File: src/rtl/core/ffra_pkg.sv
// ----------------------------------------------------------------------------
// ffra_pkg: shared types and constants of the first-fit range allocator
// Status codes, reset values, controller/datapath command and status groups,
// and the alignment mask helper.
// ----------------------------------------------------------------------------
package ffra_pkg;

    localparam int POOL_DEPTH_DEF = 128;
    localparam int ADDR_BITS_DEF  = 47;
    localparam int ALIGN_BITS     = 31;
    localparam int MASK_BITS      = ALIGN_BITS - 1;

    localparam logic [63:0]           BUMP_RESET  = 64'h0000_0000_2000_0000;
    localparam logic [ALIGN_BITS-1:0] ALIGN_RESET = 31'd4096;

    localparam logic OP_ALLOC = 1'b0;
    localparam logic OP_FREE  = 1'b1;

    typedef enum logic [1:0] {
        STATUS_OK           = 2'd0,
        STATUS_FREE_IGNORED = 2'd1,
        STATUS_DROPPED      = 2'd2,
        STATUS_BUMP_RANGE   = 2'd3
    } status_t;

    // Commands from the controller to the datapath
    typedef struct packed {
        logic load;
        logic check;
        logic scan;
        logic bump1;
        logic bump2;
        logic ahit;
        logic fmerge;
        logic fact;
        logic shift;
        logic ins;
        logic dec;
        logic finish;
    } dp_cmd_t;

    // Status from the datapath to the controller
    typedef struct packed {
        logic op_free;
        logic req_bad;
        logic scan_hit;
        logic scan_end;
        logic exact;
        logic trim;
        logic split_ins;
        logic pm;
        logic sm;
        logic full;
        logic mv_done;
    } dp_stat_t;

    // Mask of an alignment: highest set bit as a power of two, minus one
    function automatic logic [MASK_BITS-1:0] align_mask(input logic [ALIGN_BITS-1:0] a);
        logic [ALIGN_BITS-1:0] s;
        s = a;
        s = s | (s >> 1);
        s = s | (s >> 2);
        s = s | (s >> 4);
        s = s | (s >> 8);
        s = s | (s >> 16);
        return s[ALIGN_BITS-1:1];
    endfunction

endpackage

File: src/rtl/core/ffra_ctrl.sv
// ----------------------------------------------------------------------------
// ffra_ctrl: request sequencer of the range allocator
// Steps one request through check, table scan, update and entry shifting.
// ----------------------------------------------------------------------------
module ffra_ctrl
    import ffra_pkg::*;
(
    input  logic     clk,
    input  logic     rst_n,
    input  logic     start,
    output logic     busy,
    input  dp_stat_t stat,
    output dp_cmd_t  cmd
);

    typedef enum logic [10:0] {
        ST_IDLE   = 11'b000_0000_0001,
        ST_CHECK  = 11'b000_0000_0010,
        ST_SCAN   = 11'b000_0000_0100,
        ST_BUMP1  = 11'b000_0000_1000,
        ST_BUMP2  = 11'b000_0001_0000,
        ST_AHIT   = 11'b000_0010_0000,
        ST_FMERGE = 11'b000_0100_0000,
        ST_FACT   = 11'b000_1000_0000,
        ST_SHIFT  = 11'b001_0000_0000,
        ST_INS    = 11'b010_0000_0000,
        ST_DEC    = 11'b100_0000_0000
    } state_t;

    state_t state_reg, state_next;
    logic   ins_after_reg, ins_after_next;

    // Next state and commands
    always_comb
    begin
        state_next     = state_reg;
        ins_after_next = ins_after_reg;
        cmd            = '0;
        unique case (state_reg)
            ST_IDLE:
            begin
                if (start)
                begin
                    cmd.load   = 1'b1;
                    state_next = ST_CHECK;
                end
            end
            ST_CHECK:
            begin
                cmd.check = 1'b1;
                if (stat.op_free && stat.req_bad)
                begin
                    cmd.finish = 1'b1;
                    state_next = ST_IDLE;
                end
                else
                begin
                    state_next = ST_SCAN;
                end
            end
            ST_SCAN:
            begin
                cmd.scan = 1'b1;
                if (stat.scan_hit)
                begin
                    state_next = stat.op_free ? ST_FMERGE : ST_AHIT;
                end
                else if (stat.scan_end)
                begin
                    state_next = stat.op_free ? ST_FMERGE : ST_BUMP1;
                end
            end
            ST_BUMP1:
            begin
                cmd.bump1  = 1'b1;
                state_next = ST_BUMP2;
            end
            ST_BUMP2:
            begin
                cmd.bump2  = 1'b1;
                cmd.finish = 1'b1;
                state_next = ST_IDLE;
            end
            ST_AHIT:
            begin
                cmd.ahit = 1'b1;
                if (stat.exact)
                begin
                    ins_after_next = 1'b0;
                    state_next     = ST_SHIFT;
                end
                else if (stat.split_ins)
                begin
                    ins_after_next = 1'b1;
                    state_next     = ST_SHIFT;
                end
                else
                begin
                    cmd.finish = 1'b1;
                    state_next = ST_IDLE;
                end
            end
            ST_FMERGE:
            begin
                cmd.fmerge = 1'b1;
                state_next = ST_FACT;
            end
            ST_FACT:
            begin
                cmd.fact = 1'b1;
                if (stat.pm && stat.sm)
                begin
                    ins_after_next = 1'b0;
                    state_next     = ST_SHIFT;
                end
                else if (!stat.pm && !stat.sm && !stat.full)
                begin
                    ins_after_next = 1'b1;
                    state_next     = ST_SHIFT;
                end
                else
                begin
                    cmd.finish = 1'b1;
                    state_next = ST_IDLE;
                end
            end
            ST_SHIFT:
            begin
                cmd.shift = 1'b1;
                if (stat.mv_done)
                begin
                    state_next = ins_after_reg ? ST_INS : ST_DEC;
                end
            end
            ST_INS:
            begin
                cmd.ins    = 1'b1;
                cmd.finish = 1'b1;
                state_next = ST_IDLE;
            end
            ST_DEC:
            begin
                cmd.dec    = 1'b1;
                cmd.finish = 1'b1;
                state_next = ST_IDLE;
            end
            default:
            begin
                state_next = ST_IDLE;
            end
        endcase
    end

    assign busy = (state_reg != ST_IDLE);

    // State registers
    always_ff @(posedge clk or negedge rst_n)
    begin
        if (!rst_n)
        begin
            state_reg     <= ST_IDLE;
            ins_after_reg <= 1'b0;
        end
        else
        begin
            state_reg     <= state_next;
            ins_after_reg <= ins_after_next;
        end
    end

endmodule

File: config.mk
export PLATFORM = sky130hd
export DESIGN_NAME = ffra_ctrl
export DESIGN_NICKNAME = d
export VERILOG_FILES = /design/src/rtl/core/ffra_pkg.sv /design/src/rtl/core/ffra_ctrl.sv
export SDC_FILE = /design/constraint.sdc
export NUM_CORES = 1
export LEC_CHECK = 0
export BUFFER_PORTS_ARGS = -buffer_cell sky130_fd_sc_hd__buf_2
export CAP_MARGIN = 30
export CORE_UTILIZATION = 53
export CTS_CLUSTER_SIZE = 8
export DETAILED_ROUTE_END_ITERATION = 16
export HOLD_SLACK_MARGIN = 0.03
export MAX_ROUTING_LAYER = met4
export PLACE_DENSITY = 0.8
export SLEW_MARGIN = 15
export SYNTH_ARGS = -nofsm -noshare
export SYNTH_HDL_FRONTEND = slang
export SYNTH_SLANG_ARGS = --single-unit
File: constraint.sdc
create_clock -name clk -period 3.02 [get_ports clk]
set_input_delay 0.453 -clock clk [delete_from_list [all_inputs] [get_ports clk]]
set_output_delay 0.453 -clock clk [all_outputs]
set_load 0.02 [all_outputs]
==> results of run 1 <==
## cell usage in the layout, fill, tap and decap left out, drive strengths merged, types with 3 or more instances in the layout
cell,synthesis,final
buf,2,25
dfrtp,11,11
nor2,7,7
o21ai,6,6
nor3,6,6
inv,5,5
nor3b,5,5
and3,4,4
nand2,4,4
clkbuf,0,4
nor4,4,4
nand3,3,3
nand4,3,3
xor2,3,3
o211ai,3,3
## layout make-up
cell class,instances,area (um^2)
repair buffers,26,135
fillers,132,472
clock buffers,4,36.3
flip-flops and latches,12,302
well taps,16,20.0
inverters,5,18.8
multi-input cells,69,505
## per-stage QoR
| step | util, % | setup WS, ns | instance area [um^2] |
|---|---|---|---|
| after floorplan | - | 0.848 | 842 |
| after global placement | 65.2 | 0.889 | 971 |
| after detailed placement | 65.2 | 0.877 | 971 |
| after CTS | 67.6 | 0.559 | 1010 |
| after global routing | 68.3 | 0.449 | 1020 |
| final | 68.3 | 0.552 | 1020 |
## repair_timing
item                                   in CTS  in global routing
buffers inserted                            0                  0
gates resized for setup                     0                  0
hold buffers                                0                  1
endpoints found under the hold margin       0                  1
## worst register-to-register path, stage by stage (launching register included)
cell,delay [ns]
dfrtp_1,0.50
or4b_4,0.59
o21bai_4,0.20
a21oi_4,0.14
mux2_1,0.32
## logic make-up after synthesis
group | synth area share (%)
and+or+nand+nor | 38.2
AOI/OAI and AO/OA | 14.9
DFF | 35.8
buffers and inverters | 4.16
xor gates and xnor gates | 3.12
muxes | 3.86
## per-layer routing
metal  global-route usage (%)  up-vias  wire (um)
met5                        -        -          0
met4                     14.8        0         24
met3                     7.83        4         70
met2                     40.9       19        951
met1                     28.2      354        795
li1                         -      388          -
## worst max path at each step
stage,start,to,cells past startpoint
after floorplan,state_reg[2],cmd[5],3
after global placement,state_reg[2],cmd[0],4
after detailed placement,state_reg[2],cmd[0],4
after CTS,state_reg[2],cmd[0],4
after global routing,state_reg[4],cmd[0],4
final,state_reg[2],cmd[0],4
## power groups by stage
stage	combinational, mW	sequential [mW]	clock (mW)
floorplan	0.183	0.213	0
global placement	0.236	0.219	0
detailed placement	0.241	0.222	0
CTS	0.245	0.218	0.135
global route	0.268	0.224	0.146
finish	0.246	0.219	0.133
## synthesized netlist by cell type
cell	n	area share (%)
dfrtp_1	11	33
nor2_1	7	3.1
o21ai_0	6	3.6
inv_1	5	2.2
nor3_1	5	3.0
and3_1	4	3.0
nor3b_1	4	3.6
nand2_1	3	1.3
nand3_1	3	1.8
nand4_1	3	2.2
o211ai_1	3	2.7
xor2_1	3	3.1
and2_1	2	1.5
and4_1	2	2.1
nor2b_1	2	1.5
nor4_1	2	1.5
nor4b_1	2	2.1
a21o_1	1	0.89
a21oi_1	1	0.59
a21oi_4	1	1.9
buf_2	1	0.59
buf_6	1	1.3
dfstp_2	1	3.1
mux2_1	1	1.3
mux2_2	1	1.3
mux2i_1	1	1.2
nand2_4	1	1.3
nand2b_1	1	0.74
nor3_2	1	1.2
nor3b_2	1	1.5
nor4_2	1	1.5
nor4_4	1	2.5
o21bai_1	1	0.89
o21bai_4	1	2.2
o22a_1	1	1.0
o32ai_1	1	1.0
or4b_1	1	1.2
or4b_4	1	1.6
==> impl_metrics.csv, run 1 <==
group,metric,value,unit
yosys,synth_cell_types,38,
critical_path,r2r-end,"ins_after_reg",
critical_path,endpoint_kind,"output pin",
cts,cts_sinks,12,
route,wl_per_cell,14.0,um
global_routing,grt_overflow,0,
timing,finalHoldViolations,0,
worst_hold_path,hold_depth,2,
yosys,yosysSeqAreaShare,35.8,%
critical_path,path_max_fanout,5,
cts,insertion_delay,0.28,ns
power,pwr-share-seq,36.6,%
yosys,syn_area_per_cell,9.57,um^2
cts,cts.clk_slew.worst_paths,0.08,ns
power,clock_power_share,22.2,%
finish,largest_reg_flops,11,
global_routing,grt_pass1_vias,779,
critical_path,reg2regPathDepth,4,
timing,fmax,0.405,GHz
critical_path,cp_cell_sequence,"nor4_2 -> nand4_1 -> o211ai_1 -> buf_2",
global_routing,grt_start_max_net_pins,13,
critical_path,reg2reg_from,"state_reg[4]",
finish,drive_gt1_share,33.6,%
worst_hold_path,worstHoldStart,"stat[8]",
cts,cts_tree,"built",
timing,worst_pin_slew,0.583,ns
yosys,synth_area,842,um^2
power,ir_drop,0.000398,V
global_routing,track_usage,25.7,%
route,drt_iter0_drc,7,
placed_design,gp_congestion,0.835,
floorplanning,ios,27,
power,p_sw,0.238,mW
timing,period_minus_slack,2.47,ns
placed_design,placed_cells,127,
timing,hold_slack,0.359,ns
floorplanning,initial_core_util,56.6,%
critical_path,cp-start-kind,"flip-flop",
critical_path,cp_data_arrival_time,2.01,ns
timing,slew_headroom,60.8,%
yosys,yosys_warnings,0,
route,drc,0,
finish,fin_cells,132,
worst_hold_path,hold_end,"state_reg[3]",
floorplanning,die_h,41.9,um
cts,h-tree-depth,1,
route,dr.pass1.iters,5,
route,vias_per_cell,5.80,
timing,rsz0062_at_grt,"false",
floorplanning,dieArea,0.00175,mm^2
route,final_antenna_net_count,0,
global_routing,grt_pass1_wl,3.22,mm
yosys,syn_nets,102,
floorplanning,num_rows,14,
critical_path,slowest_stage,"nor4_2",
critical_path,cp_num_buf_inv,1,
finish,diodes,0,
finish,area_growth_syn_to_layout,20.8,%
critical_path,critPathTopFamily,"simple AND/OR/NAND/NOR gates",
route,routed_wl,1.84,mm
floorplanning,core_area,0.00149,mm^2
power,p_sw_share,39.9,%
power,p_per_area,587,mW/mm^2
critical_path,slowest_delay,0.58,ns
timing,timing.final.crit_share,81.7,%
power,p_comb_share,41.2,%
power,power.internal,0.359,mW
floorplanning,fp.dieW,41.9,um
outcome,status,"finished clean",
cts,cts_buffers,3,
critical_path,cp_data_required_time,2.57,ns
flow_run,cap_violations,0,
critical_path,critPathKind,"flip-flop to output pin",
timing,clock_skew,0.00729,ns
power,total_power,0.597,mW
route,num_vias,765,
placed_design,post-dp-hpwl,1.45,mm
worst_hold_path,hold_path_class,"primary input to flip-flop",
finish,final_nets,131,
critical_path,r2r_setup_slack,1.15,ns
yosys,syn_inst,88,
placed_design,port_buffers,25,
timing,drv_slew,0,
timing,tns,0,ns
power,leakage,0.534,nW
global_routing,antenna_found_initial,0,
cts,cts_buffer_depth,2,
cts,root_buffer,"clkbuf_4",
yosys,ys_seq_elements,12,
timing,setup_viol,0,
Note: power is estimated with default switching activity, not from simulation.
==> run 2, diff against run 1 <==
- ABC_AREA: default -> 1
- CORE_UTILIZATION: 53 -> 44
- PLACE_DENSITY: 0.8 -> 0.71
- clock period: 3.02 -> 2.2 ns (I/O delays scaled with it)
==> impl_metrics.csv, run 2 <==
group,metric,value,unit
outcome,status,"finished clean",
route,vias_per_cell,4.48,
critical_path,critPathKind,"flip-flop to output pin",
power,p_per_area,805,mW/mm^2
yosys,yosys_warnings,0,
worst_hold_path,hold_path_class,"primary input to flip-flop",
timing,period_minus_slack,1.98,ns
floorplanning,die_h,44.8,um
critical_path,cp_cell_sequence,"nor2_1 -> nand2_2 -> nor2_1 -> nand2_1 -> nor3_1 -> nor3_1 -> nand2_1 -> buf_2",
finish,mostFrequentLayoutCell,"nand2_1",
global_routing,track_usage,18.1,%
finish,final_cell_mix,"33 x nand2_1, 26 x inv_1, 25 x nor2_1, 25 x buf_2, 11 x dfrtp_1",
yosys,synth_commonest_cells,"33 x nand2_1, 26 x inv_1, 25 x nor2_1",
route,wl_per_cell,8.97,um
timing,timing.final.crit_share,90.1,%
yosys,synth_area_leaders,"dfrtp_1 34%, nand2_1 15%, inv_1 12%",
timing,drv_slew,0,
global_routing,grt_start_max_net_pins,13,
finish,largest_reg_flops,11,
placed_design,gp_congestion,0.837,
timing,worst_pin_slew,0.296,ns
flow_run,cap_violations,0,
yosys,synth_most_common_cell,"nand2_1",
critical_path,reg2regPathDepth,8,
timing,setup_viol,0,
yosys,syn_nets,142,
route,routed_wl,1.64,mm
global_routing,grt_pass1_wl,2.49,mm
cts,cts_buffers,3,
critical_path,slowest_delay,0.40,ns
cts,cts_sinks,12,
critical_path,r2r_setup_slack,0.70,ns
finish,n_fill_cell,166,
yosys,synth_top_area_cell,"dfrtp_1",
timing,tns,0,ns
cts,cts.clk_slew.worst_paths,0.08,ns
route,final_antenna_net_count,0,
yosys,synth_area,807,um^2
timing,hold_slack,0.231,ns
critical_path,critPathTopFamily,"simple AND/OR/NAND/NOR gates",
yosys,synth_ff_type,"dfrtp_1",
floorplanning,fp.dieW,44.8,um
global_routing,grt_pass1_vias,667,
critical_path,cp_num_buf_inv,1,
finish,final_nets,173,
placed_design,pre_cts_slack,0.528,ns
floorplanning,num_rows,15,
timing,fin_ws,0.217,ns
yosys,async_flop_share,100,%
critical_path,cp-start-kind,"flip-flop",
floorplanning,dieArea,0.00201,mm^2
worst_hold_path,hold_depth,2,
cts,cts_tree,"built",
timing,clock_skew,0.00861,ns
critical_path,reg2reg_from,"state_reg[0]",
critical_path,cp_data_required_time,1.87,ns
placed_design,port_buffers,25,
yosys,syn_area_per_cell,6.30,um^2
route,dr.pass1.iters,4,
yosys,synth_edf_count,0,
route,drc,0,
yosys,synth_cell_types,16,
yosys,syn_inst,128,
yosys,netlist.area_leader.share,34.1,%
finish,diodes,0,
worst_hold_path,worstHoldStart,"stat[8]",
power,ir_drop,0.000644,V
finish,post-route-cell-area,1000,um^2
route,drt_iter0_drc,17,
finish,area_growth_syn_to_layout,23.9,%
power,leakage,0.654,nW
timing,finalHoldViolations,0,
placed_design,post-dp-hpwl,1.34,mm
timing,fmax,0.504,GHz
floorplanning,initial_core_util,46.7,%
timing,rsz0062_at_grt,"false",
cts,insertion_delay,0.28,ns
placed_design,place_area,963,um^2
critical_path,cp_data_arrival_time,1.65,ns
global_routing,antenna_found_initial,0,
yosys,yosysSeqAreaShare,37.4,%
critical_path,path_max_fanout,3,
cts,h-tree-depth,1,
critical_path,slowest_stage,"dfrtp_1",
cts,cts_buffer_depth,2,
floorplanning,ios,27,
floorplanning,core_area,0.00173,mm^2
timing,slew_headroom,80.1,%
critical_path,endpoint_kind,"output pin",
worst_hold_path,hold_end,"state_reg[3]",
cts,root_buffer,"clkbuf_4",
global_routing,grt_overflow,0,
critical_path,r2r-end,"state_reg[6]",
finish,drive_gt1_share,27.2,%
yosys,ys_seq_elements,12,
route,num_vias,820,
==> run 2: cell count changes after synthesis, sizes merged, moves of 4 or more <==
cell / before / now
nor4: 4 / 0
nor3b: 5 / 0
nand2: 4 / 37
inv: 5 / 28
and3: 4 / 0
nor2: 7 / 32
==> run 2: cells by family after synthesis <==
kind of cell / count (synthesis) / share of synthesized area [%]
compound gates: 4 / 3.26
flops: 12 / 37.4
buf+inv: 28 / 13.0
simple gates: 84 / 46.4
==> run 2: what timing repair did <==
action,4_1_cts,5_1_grt
hold endpoints to repair,11,0
setup buffers,0,0
hold buffers,1,0
gates resized for setup,0,0
==> run 2: area by class of cell <==
cell class | count | area, um^2 | area share (%)
Timing Repair Buffer | 26 | 135 | 13.5
Inverter | 28 | 105 | 10.5
Clock buffer | 4 | 26.3 | 2.63
Multi-Input combinational cell | 88 | 400 | 40.1
Tap cell | 25 | 31.3 | 3.13
Sequential cell | 12 | 302 | 30.2
==> run 2: worst register-to-register path, stage by stage, from the launching register on <==
cell,delay [ns]
dfstp_2,0.55
nor2_2,0.05
nand2_2,0.11
nor2_1,0.07
nand2_1,0.13
nor2_1,0.06
nor2_1,0.20
inv_2,0.10
nor3_1,0.15
==> run 2: layer usage <==
| layer | wire, um | up-vias | track usage (%) |
|---|---|---|---|
| met5 | 0 | - | - |
| met4 | 17 | 0 | 7.27 |
| met3 | 60 | 2 | 3.60 |
| met2 | 805 | 14 | 30.9 |
| met1 | 759 | 366 | 20.9 |
| li1 | - | 438 | - |
==> run 2: power by group <==
part	internal (mW)	leakage, nW	switching (mW)
registers	0.261	0.161	0.0290
logic	0.123	0.479	0.245
clock network	0.0702	0.0150	0.0754
total	0.455	0.654	0.350
==> run 2: stage by stage <==
step | utilization, % | power (mW) | std cells
after global routing | 57.9 | 0.865 | 183
after detailed placement | 55.8 | 0.664 | 178
after global placement | 55.8 | 0.656 | 178
after CTS | 57.9 | 0.811 | 183
after floorplan | - | 0.569 | 128
final | 57.9 | 0.804 | 183
==> run 2: worst max-delay path by stage <==
stage / from / endpoint / slack, ns / cells past startpoint
floorplan: state_reg[4] / cmd[0] / 0.27 / 7
global placement: state_reg[4] / cmd[0] / 0.56 / 8
detailed placement: state_reg[4] / cmd[0] / 0.53 / 8
CTS: state_reg[4] / cmd[0] / 0.22 / 8
global route: state_reg[4] / cmd[0] / 0.12 / 8
finish: state_reg[4] / cmd[0] / 0.22 / 8
